==> config.mk <==
export PLATFORM = sky130hd
export DESIGN_NAME = best_fit_partition_allocator
export DESIGN_NICKNAME = d
export VERILOG_FILES = /design/src/rtl/bfpa_pkg.sv /design/src/rtl/best_fit_partition_allocator.sv /design/src/rtl/bfpa_cell.sv
export SDC_FILE = /design/constraint.sdc
export NUM_CORES = 1
export LEC_CHECK = 0
export ABC_CLOCK_PERIOD_IN_PS = 5500
export BUFFER_PORTS_ARGS = -buffer_cell sky130_fd_sc_hd__buf_2
export CAP_MARGIN = 20
export CORE_MARGIN = 2
export CORE_UTILIZATION = 56
export DETAILED_ROUTE_END_ITERATION = 8
export PLACE_DENSITY_LB_ADDON = 0.3
export SETUP_SLACK_MARGIN = 0.05
export SYNTH_ARGS = -nofsm -noshare
export SYNTH_HDL_FRONTEND = slang
export SYNTH_HIERARCHICAL = 1
export SYNTH_SLANG_ARGS = --single-unit
==> constraint.sdc <==
create_clock -name i_clk -period 5.5 [get_ports i_clk]
set_input_delay 1.1 -clock i_clk [delete_from_list [all_inputs] [get_ports i_clk]]
set_output_delay 1.1 -clock i_clk [all_outputs]
set_load 0.05 [all_outputs]
==> src/rtl/bfpa_pkg.sv <==
`default_nettype none
package bfpa_pkg;

    // partitions in the chain
    localparam int NUM_PARTS = 8;
    localparam int SIZE_W    = 16;
    localparam int IDX_W     = 3;
    localparam int ADDR_W    = 5;
    localparam int DATA_W    = 32;

    // request kinds
    localparam logic KIND_ALLOC   = 1'b0;
    localparam logic KIND_RELEASE = 1'b1;

    // result status codes
    localparam logic [1:0] ST_ALLOC = 2'd0;
    localparam logic [1:0] ST_NOFIT = 2'd1;
    localparam logic [1:0] ST_FREED = 2'd2;
    localparam logic [1:0] ST_MISS  = 2'd3;

    localparam logic [SIZE_W-1:0] PART_SIZE_RESET [8] = '{
        16'd20, 16'd10, 16'd30, 16'd15, 16'd0, 16'd0, 16'd0, 16'd0
    };

    typedef struct packed {
        logic              kind;
        logic [SIZE_W-1:0] request_size;
    } t_req;

    typedef struct packed {
        logic [1:0]       status;
        logic [IDX_W-1:0] part_index;
    } t_res;

    // word traveling down the chain
    typedef struct packed {
        logic              valid;
        logic              kind;
        logic [SIZE_W-1:0] req;
        logic              found;
        logic [IDX_W-1:0]  idx;
        logic [SIZE_W-1:0] diff;
    } t_tok;

    // end-of-scan marking of the chosen partition
    typedef struct packed {
        logic             valid;
        logic [IDX_W-1:0] idx;
    } t_commit;

    // size register write
    typedef struct packed {
        logic              we;
        logic [SIZE_W-1:0] data;
    } t_cfg_wr;

endpackage
`default_nettype wire

==> src/rtl/best_fit_partition_allocator.sv <==
`default_nettype none
// a word accepted while not busy steps through the chain of partition cells, one cell per cycle,
//   and the result strobe is registered from the chain tail; o_busy holds off a new word until
//   the previous one has reached the chain tail
// reset: synchronous active low; all partitions free, sizes back to 20, 10, 30, 15, 0...
// the result strobe lasts one cycle and the receiver cannot stall it
module best_fit_partition_allocator (
    input  wire logic                               i_clk,
    input  wire logic                               i_rst_n,
    // request side
    input  wire logic                               i_start,
    input  wire bfpa_pkg::t_req                     i_req,
    output logic                                    o_busy,
    // result side
    output logic                                    o_done,
    output bfpa_pkg::t_res                          o_res,
    // configuration port
    input  wire logic                               psel,
    input  wire logic                               penable,
    input  wire logic                               pwrite,
    input  wire logic [bfpa_pkg::ADDR_W-1:0]        paddr,
    input  wire logic [bfpa_pkg::DATA_W-1:0]        pwdata,
    output logic [bfpa_pkg::DATA_W-1:0]             prdata,
    output logic                                    pready
);

    // links between cells: link 0 feeds cell 0, link NUM_PARTS is the chain tail
    bfpa_pkg::t_tok              w_link [bfpa_pkg::NUM_PARTS+1];
    logic [bfpa_pkg::SIZE_W-1:0] w_size [bfpa_pkg::NUM_PARTS];
    bfpa_pkg::t_tok              w_head;
    bfpa_pkg::t_commit           w_commit;
    bfpa_pkg::t_tok              w_tail;
    logic                        w_accept;
    logic                        w_wr;
    logic [bfpa_pkg::IDX_W-1:0]  w_reg_idx;

    logic                        r_busy;
    logic                        r_done;
    bfpa_pkg::t_res              r_res;
    bfpa_pkg::t_res              n_res;

    assign w_accept  = i_start && !r_busy;
    assign pready    = 1'b1;
    assign w_wr      = psel && penable && pwrite && pready;
    // byte address picks the register, one 32-bit slot each
    assign w_reg_idx = paddr[bfpa_pkg::ADDR_W-1:2];

    // a fresh word enters the chain with nothing chosen yet
    always_comb begin
        w_head.valid = w_accept;
        w_head.kind  = i_req.kind;
        w_head.req   = i_req.request_size;
        w_head.found = 1'b0;
        w_head.idx   = '0;
        w_head.diff  = '0;
    end

    assign w_link[0] = w_head;
    assign w_tail    = w_link[bfpa_pkg::NUM_PARTS];

    // best fit is only known at the tail, so the winner is marked there
    assign w_commit.valid = w_tail.valid && (w_tail.kind == bfpa_pkg::KIND_ALLOC)
                            && w_tail.found;
    assign w_commit.idx   = w_tail.idx;

    for (genvar g = 0; g < bfpa_pkg::NUM_PARTS; g++) begin : g_cell
        bfpa_pkg::t_cfg_wr w_cfg;

        assign w_cfg.we   = w_wr && (w_reg_idx == bfpa_pkg::IDX_W'(g));
        assign w_cfg.data = pwdata[bfpa_pkg::SIZE_W-1:0];

        bfpa_cell u_cell (
            .i_clk      (i_clk),
            .i_rst_n    (i_rst_n),
            .i_cell_idx (bfpa_pkg::IDX_W'(g)),
            .i_cfg      (w_cfg),
            .i_commit   (w_commit),
            .i_tok      (w_link[g]),
            .o_tok      (w_link[g+1]),
            .o_size     (w_size[g])
        );
    end

    // register readback
    always_comb begin
        prdata = '0;
        if (32'(w_reg_idx) < bfpa_pkg::NUM_PARTS) begin
            prdata[bfpa_pkg::SIZE_W-1:0] = w_size[w_reg_idx];
        end
    end

    // status from what the word picked up along the chain
    always_comb begin
        if (w_tail.kind == bfpa_pkg::KIND_ALLOC) begin
            n_res.status = w_tail.found ? bfpa_pkg::ST_ALLOC : bfpa_pkg::ST_NOFIT;
        end else begin
            n_res.status = w_tail.found ? bfpa_pkg::ST_FREED : bfpa_pkg::ST_MISS;
        end
        n_res.part_index = w_tail.found ? w_tail.idx : '0;
    end

    always_ff @(posedge i_clk) begin
        if (!i_rst_n) begin
            r_busy <= 1'b0;
            r_done <= 1'b0;
        end else begin
            // one word in the chain at a time
            if (w_accept) begin
                r_busy <= 1'b1;
            end else if (w_tail.valid) begin
                r_busy <= 1'b0;
            end
            r_done <= w_tail.valid;
        end
        if (w_tail.valid) begin
            r_res <= n_res;
        end
    end

    assign o_busy = r_busy;
    assign o_done = r_done;
    assign o_res  = r_res;

endmodule
`default_nettype wire

==> src/rtl/bfpa_cell.sv <==
`default_nettype none
module bfpa_cell (
    input  wire logic                            i_clk,
    input  wire logic                            i_rst_n,
    input  wire logic [bfpa_pkg::IDX_W-1:0]      i_cell_idx,
    input  wire bfpa_pkg::t_cfg_wr               i_cfg,
    input  wire bfpa_pkg::t_commit               i_commit,
    input  wire bfpa_pkg::t_tok                  i_tok,
    output bfpa_pkg::t_tok                       o_tok,
    output logic [bfpa_pkg::SIZE_W-1:0]          o_size
);

    logic [bfpa_pkg::SIZE_W-1:0] r_size;
    logic                        r_in_use;
    bfpa_pkg::t_tok              r_tok;
    bfpa_pkg::t_tok              n_tok;
    logic                        n_in_use;
    logic [bfpa_pkg::SIZE_W-1:0] w_diff;
    logic                        w_fits;
    logic                        w_take;
    logic                        w_hit;

    always_comb begin
        w_diff = r_size - i_tok.req;
        w_fits = !r_in_use && (r_size != '0) && (r_size >= i_tok.req);
        w_take = i_tok.valid && (i_tok.kind == bfpa_pkg::KIND_ALLOC) && w_fits
                 && (!i_tok.found || (w_diff < i_tok.diff));
        // first allocated partition of matching size frees itself on the way
        w_hit  = i_tok.valid && (i_tok.kind == bfpa_pkg::KIND_RELEASE) && !i_tok.found
                 && r_in_use && (r_size == i_tok.req);

        n_tok = i_tok;
        if (w_take) begin
            n_tok.found = 1'b1;
            n_tok.idx   = i_cell_idx;
            n_tok.diff  = w_diff;
        end else if (w_hit) begin
            n_tok.found = 1'b1;
            n_tok.idx   = i_cell_idx;
        end

        n_in_use = r_in_use;
        if (i_commit.valid && (i_commit.idx == i_cell_idx)) begin
            n_in_use = 1'b1;
        end else if (w_hit) begin
            n_in_use = 1'b0;
        end
    end

    always_ff @(posedge i_clk) begin
        if (!i_rst_n) begin
            r_size    <= bfpa_pkg::PART_SIZE_RESET[i_cell_idx];
            r_in_use  <= 1'b0;
            r_tok.valid <= 1'b0;
        end else begin
            if (i_cfg.we) begin
                r_size <= i_cfg.data;
            end
            r_in_use    <= n_in_use;
            r_tok.valid <= n_tok.valid;
        end
        r_tok.kind  <= n_tok.kind;
        r_tok.req   <= n_tok.req;
        r_tok.found <= n_tok.found;
        r_tok.idx   <= n_tok.idx;
        r_tok.diff  <= n_tok.diff;
    end

    assign o_tok  = r_tok;
    assign o_size = r_size;

endmodule
`default_nettype wire
==> impl_metrics.prom <==
# TYPE chip_impl_metric gauge
chip_impl_info{name="rsz0062_at_grt",value="false"} 1
chip_impl_metric{name="worstMarginPinSlew",unit="ns"} 1.096
chip_impl_info{name="cp_cell_sequence",value="inv_1, ha_1, fa_1, nand2b_1, a21o_1, a31oi_2, nor2b_1, xnor2_1, ha_1, nand2_1, o21ai_0, a21oi_1, a31oi_1, nor3_4, mux2_2"} 1
chip_impl_metric{name="switching_share",unit=""} 0.3315
chip_impl_metric{name="fillers",unit=""} 3802
chip_impl_metric{name="timing.final.crit_period",unit="ns"} 4.706
chip_impl_info{name="cp_common_cell",value="sky130_fd_sc_hd__ha_1"} 1
chip_impl_metric{name="floorplan.initialDensity",unit=""} 0.5649
chip_impl_metric{name="ir_drop",unit="uV"} 215.5
chip_impl_metric{name="ys.warnings.count",unit=""} 6
chip_impl_metric{name="max_cap_violations",unit=""} 0
chip_impl_metric{name="cts.repair.resized",unit=""} 0
chip_impl_metric{name="detail_route.first_pass.iterations",unit=""} 6
chip_impl_metric{name="grt_remaining_overflow",unit=""} 0
chip_impl_metric{name="netlist_area",unit="um^2"} 25470
chip_impl_info{name="min_from",value="g_cell[2].u_cell/o_tok[31]"} 1
chip_impl_metric{name="clock_insertion_delay_worst_skew",unit="ns"} 0.60
chip_impl_metric{name="static-leakage-power",unit="nW"} 12.79
chip_impl_info{name="hold_path_class",value="register to register"} 1
chip_impl_info{name="launching_element_of_the_worst_setup_path",value="g_cell[4].u_cell/o_size[0]"} 1
chip_impl_metric{name="critPathRequiredTime",unit="ns"} 5.95
chip_impl_metric{name="fin_crit_sh",unit=""} 0.8556
chip_impl_metric{name="avgRoutedWirePerCell",unit="um"} 22.01
chip_impl_metric{name="headroom_to_the_max_slew_limit",unit=""} 0.2694
chip_impl_metric{name="grt_pass1_vias",unit=""} 19491
chip_impl_metric{name="fin_tns_setup",unit="ns"} 0
chip_impl_info{name="timing.critical_path.from_type",value="register"} 1
chip_impl_metric{name="p_comb_frac",unit=""} 0.277
chip_impl_metric{name="max_clock_freq",unit="MHz"} 212.5
chip_impl_metric{name="die_area",unit="um^2"} 47200
chip_impl_metric{name="final_max_slew_viols",unit=""} 0
chip_impl_metric{name="post_cts_hold_buffer_count",unit=""} 0
chip_impl_metric{name="grt_usage",unit=""} 0.3256
chip_impl_metric{name="chipHeight",unit="um"} 217.3
chip_impl_metric{name="cp_slowest_stage_delay",unit="ns"} 0.87
chip_impl_metric{name="grt_pass1_wl",unit="mm"} 115.8
chip_impl_metric{name="worstPathArrival",unit="ns"} 5.16
chip_impl_info{name="cts_tree",value="built"} 1
chip_impl_metric{name="cts.sink_count",unit=""} 415
chip_impl_metric{name="final_antenna_net_count",unit=""} 0
chip_impl_metric{name="post_dp_cell_area",unit="um^2"} 26820
chip_impl_metric{name="wirelength",unit="mm"} 77.34
chip_impl_metric{name="placement.io_buffers",unit=""} 64
chip_impl_info{name="critPathKind",value="register to register"} 1
chip_impl_metric{name="switchingPower",unit="mW"} 3.238
chip_impl_metric{name="share_clk_of_total_power",unit=""} 0.329
chip_impl_info{name="regToRegStartpoint",value="g_cell[4].u_cell/o_size[0]"} 1
chip_impl_metric{name="final_area",unit="um^2"} 28400
chip_impl_metric{name="syn_inst",unit=""} 2641
chip_impl_metric{name="intPower",unit="mW"} 6.530
chip_impl_metric{name="post-dp-hpwl",unit="mm"} 62.85
chip_impl_metric{name="flow.area_growth_from_synthesis",unit="%"} 11.50
chip_impl_metric{name="layout.cells.non_filler",unit=""} 3513
chip_impl_metric{name="num_vias",unit=""} 20212
chip_impl_metric{name="place.detailed.instances",unit=""} 3430
chip_impl_metric{name="place_congestion",unit=""} 1.007
chip_impl_metric{name="core_area",unit="um^2"} 45090
chip_impl_metric{name="cts_made_buffers",unit=""} 45
chip_impl_metric{name="setup-violations-final",unit=""} 0
chip_impl_metric{name="post_cts_buffers",unit=""} 0
chip_impl_metric{name="detail_route.iter0.violations",unit=""} 1596
chip_impl_metric{name="finish.net_count",unit=""} 3193
chip_impl_metric{name="floorplan.die.width",unit="um"} 217.3
chip_impl_info{name="run_status",value="finished, final reports clean"} 1
chip_impl_metric{name="detail_route.vias_per_cell",unit=""} 5.753
chip_impl_metric{name="report.final.hold_viol_count",unit=""} 0
chip_impl_metric{name="grt_antenna_before_repair",unit=""} 2
chip_impl_metric{name="std_cell_rows",unit=""} 78
chip_impl_info{name="end_kind",value="register"} 1
chip_impl_metric{name="power.sequential.fraction",unit=""} 0.394
chip_impl_info{name="critPathSlowestCell",value="sky130_fd_sc_hd__nor3_4"} 1
chip_impl_metric{name="ctsLongestPathBuffers",unit=""} 3
chip_impl_metric{name="maximum_number_of_pins_on_one_net_before_global_route_repair",unit=""} 120
chip_impl_metric{name="drt_drc_violations_left",unit=""} 0
chip_impl_metric{name="max_fanout_on_critical_path",unit=""} 16
chip_impl_info{name="root_buffer",value="sky130_fd_sc_hd__clkbuf_16"} 1
chip_impl_metric{name="ctsHtreeMaxLevel",unit=""} 2
chip_impl_metric{name="antenna_cells",unit=""} 0
chip_impl_metric{name="power.density",unit="nW/um^2"} 344.0
chip_impl_metric{name="drive_gt1_frac",unit=""} 0.1123
chip_impl_metric{name="clk_transition_reported_paths",unit="ns"} 0.06
chip_impl_metric{name="postSynthAreaPerCell",unit="um^2"} 9.643
chip_impl_metric{name="finish.utilization",unit=""} 0.6298
chip_impl_metric{name="fin_worst_skew",unit="ns"} 0.03533
chip_impl_metric{name="io-pin-count",unit=""} 100
chip_impl_metric{name="hold-worst-slack",unit="ns"} 0.3274
per-stage QoR:
step | power (mW) | worst slack [ns]
2_1_floorplan | 5.718 | 1.472
5_1_grt | 10.24 | 0.5715
3_5_place_dp | 6.561 | 0.8682
6_report | 9.768 | 0.7944
3_3_place_gp | 6.466 | 0.9428
4_1_cts | 9.779 | 0.8266
path summary, 6_finish.rpt:
path                                 to  slack (ns)  cells after the start
max reg2reg   g_cell[4].u_cell/o_tok[3]        0.79                     15
max           g_cell[4].u_cell/o_tok[3]        0.79                     15
min          g_cell[3].u_cell/o_tok[31]        0.33                      0
min reg2reg  g_cell[3].u_cell/o_tok[31]        0.33                      0
registers in the layout, indices dropped and copies added (netlist names):
name and count:
g_cell.u_cell/o_size 128, g_cell.u_cell/o_tok 272, o_done 1, o_res 5, o_busy 1, g_cell.u_cell/r_in_use 8
critical path: cells and delay by family, from the launching register on:
family | cells | cell delay, ns
multiplexers | 1 | 0.44
adder cells (fa/ha/maj) | 3 | 0.92
buffers and inverters | 1 | 0.09
AND/OR/NAND/NOR | 4 | 1.24
XOR/XNOR | 1 | 0.32
flip-flops | 1 | 0.54
AO/OA/AOI/OAI | 5 | 0.98
per-layer routing:
metal | global-route usage | vias up | wire length [um]
met3 | 0.05577 | 242 | 5392
met5 | 0 | - | 13
li1 | - | 9674 | -
met1 | 0.3871 | 9566 | 29990
met2 | 0.5576 | 728 | 36830
met4 | 0.1831 | 2 | 5112
layout by cell type, fill, tap and decap left out, types with 21 or more instances in the layout:
| master | count |
|---|---|
| sky130_fd_sc_hd__mux2i_1 | 21 |
| sky130_fd_sc_hd__nor3_1 | 22 |
| sky130_fd_sc_hd__nand3_1 | 47 |
| sky130_fd_sc_hd__inv_1 | 306 |
| sky130_fd_sc_hd__xnor2_1 | 97 |
| sky130_fd_sc_hd__o31ai_1 | 22 |
| sky130_fd_sc_hd__conb_1 | 190 |
| sky130_fd_sc_hd__nand2b_1 | 36 |
| sky130_fd_sc_hd__a21o_1 | 37 |
| sky130_fd_sc_hd__ha_1 | 248 |
| sky130_fd_sc_hd__xor2_1 | 28 |
| sky130_fd_sc_hd__nor2b_1 | 32 |
| sky130_fd_sc_hd__dfxtp_1 | 282 |
| sky130_fd_sc_hd__o211ai_1 | 23 |
| sky130_fd_sc_hd__o21ai_0 | 99 |
| sky130_fd_sc_hd__buf_2 | 63 |
| sky130_fd_sc_hd__nand4_1 | 41 |
| sky130_fd_sc_hd__a21oi_1 | 172 |
| sky130_fd_sc_hd__nand2_1 | 226 |
| sky130_fd_sc_hd__a211oi_1 | 36 |
| sky130_fd_sc_hd__nor2_1 | 105 |
| sky130_fd_sc_hd__mux2_2 | 71 |
| sky130_fd_sc_hd__o22ai_1 | 24 |
| sky130_fd_sc_hd__mux2_4 | 54 |
| sky130_fd_sc_hd__and2_1 | 110 |
| sky130_fd_sc_hd__edfxtp_1 | 133 |
| sky130_fd_sc_hd__nor4_1 | 43 |
| sky130_fd_sc_hd__clkbuf_16 | 46 |
power groups by stage:
stage                     logic (mW)  clock network (mW)  registers [mW]
after floorplan                 2.04                   0            3.67
after global placement          2.57                   0            3.90
after detailed placement        2.66                   0            3.90
after CTS                       2.69                3.26            3.84
after global routing            3.01                3.37            3.86
final                           2.71                3.21            3.85
area by class of cell:
type,count,area [um^2],share of cell area
tap,600,750.7,0.02644
sequential,415,9639,0.3395
inverter,307,1152,0.04058
multi-input combinational,2036,14900,0.5246
clock inverter,19,301.5,0.01062
timing repair buffer,72,382.9,0.01348
clock buffer,64,1272,0.04481
Power figures use the tool's default switching activity.
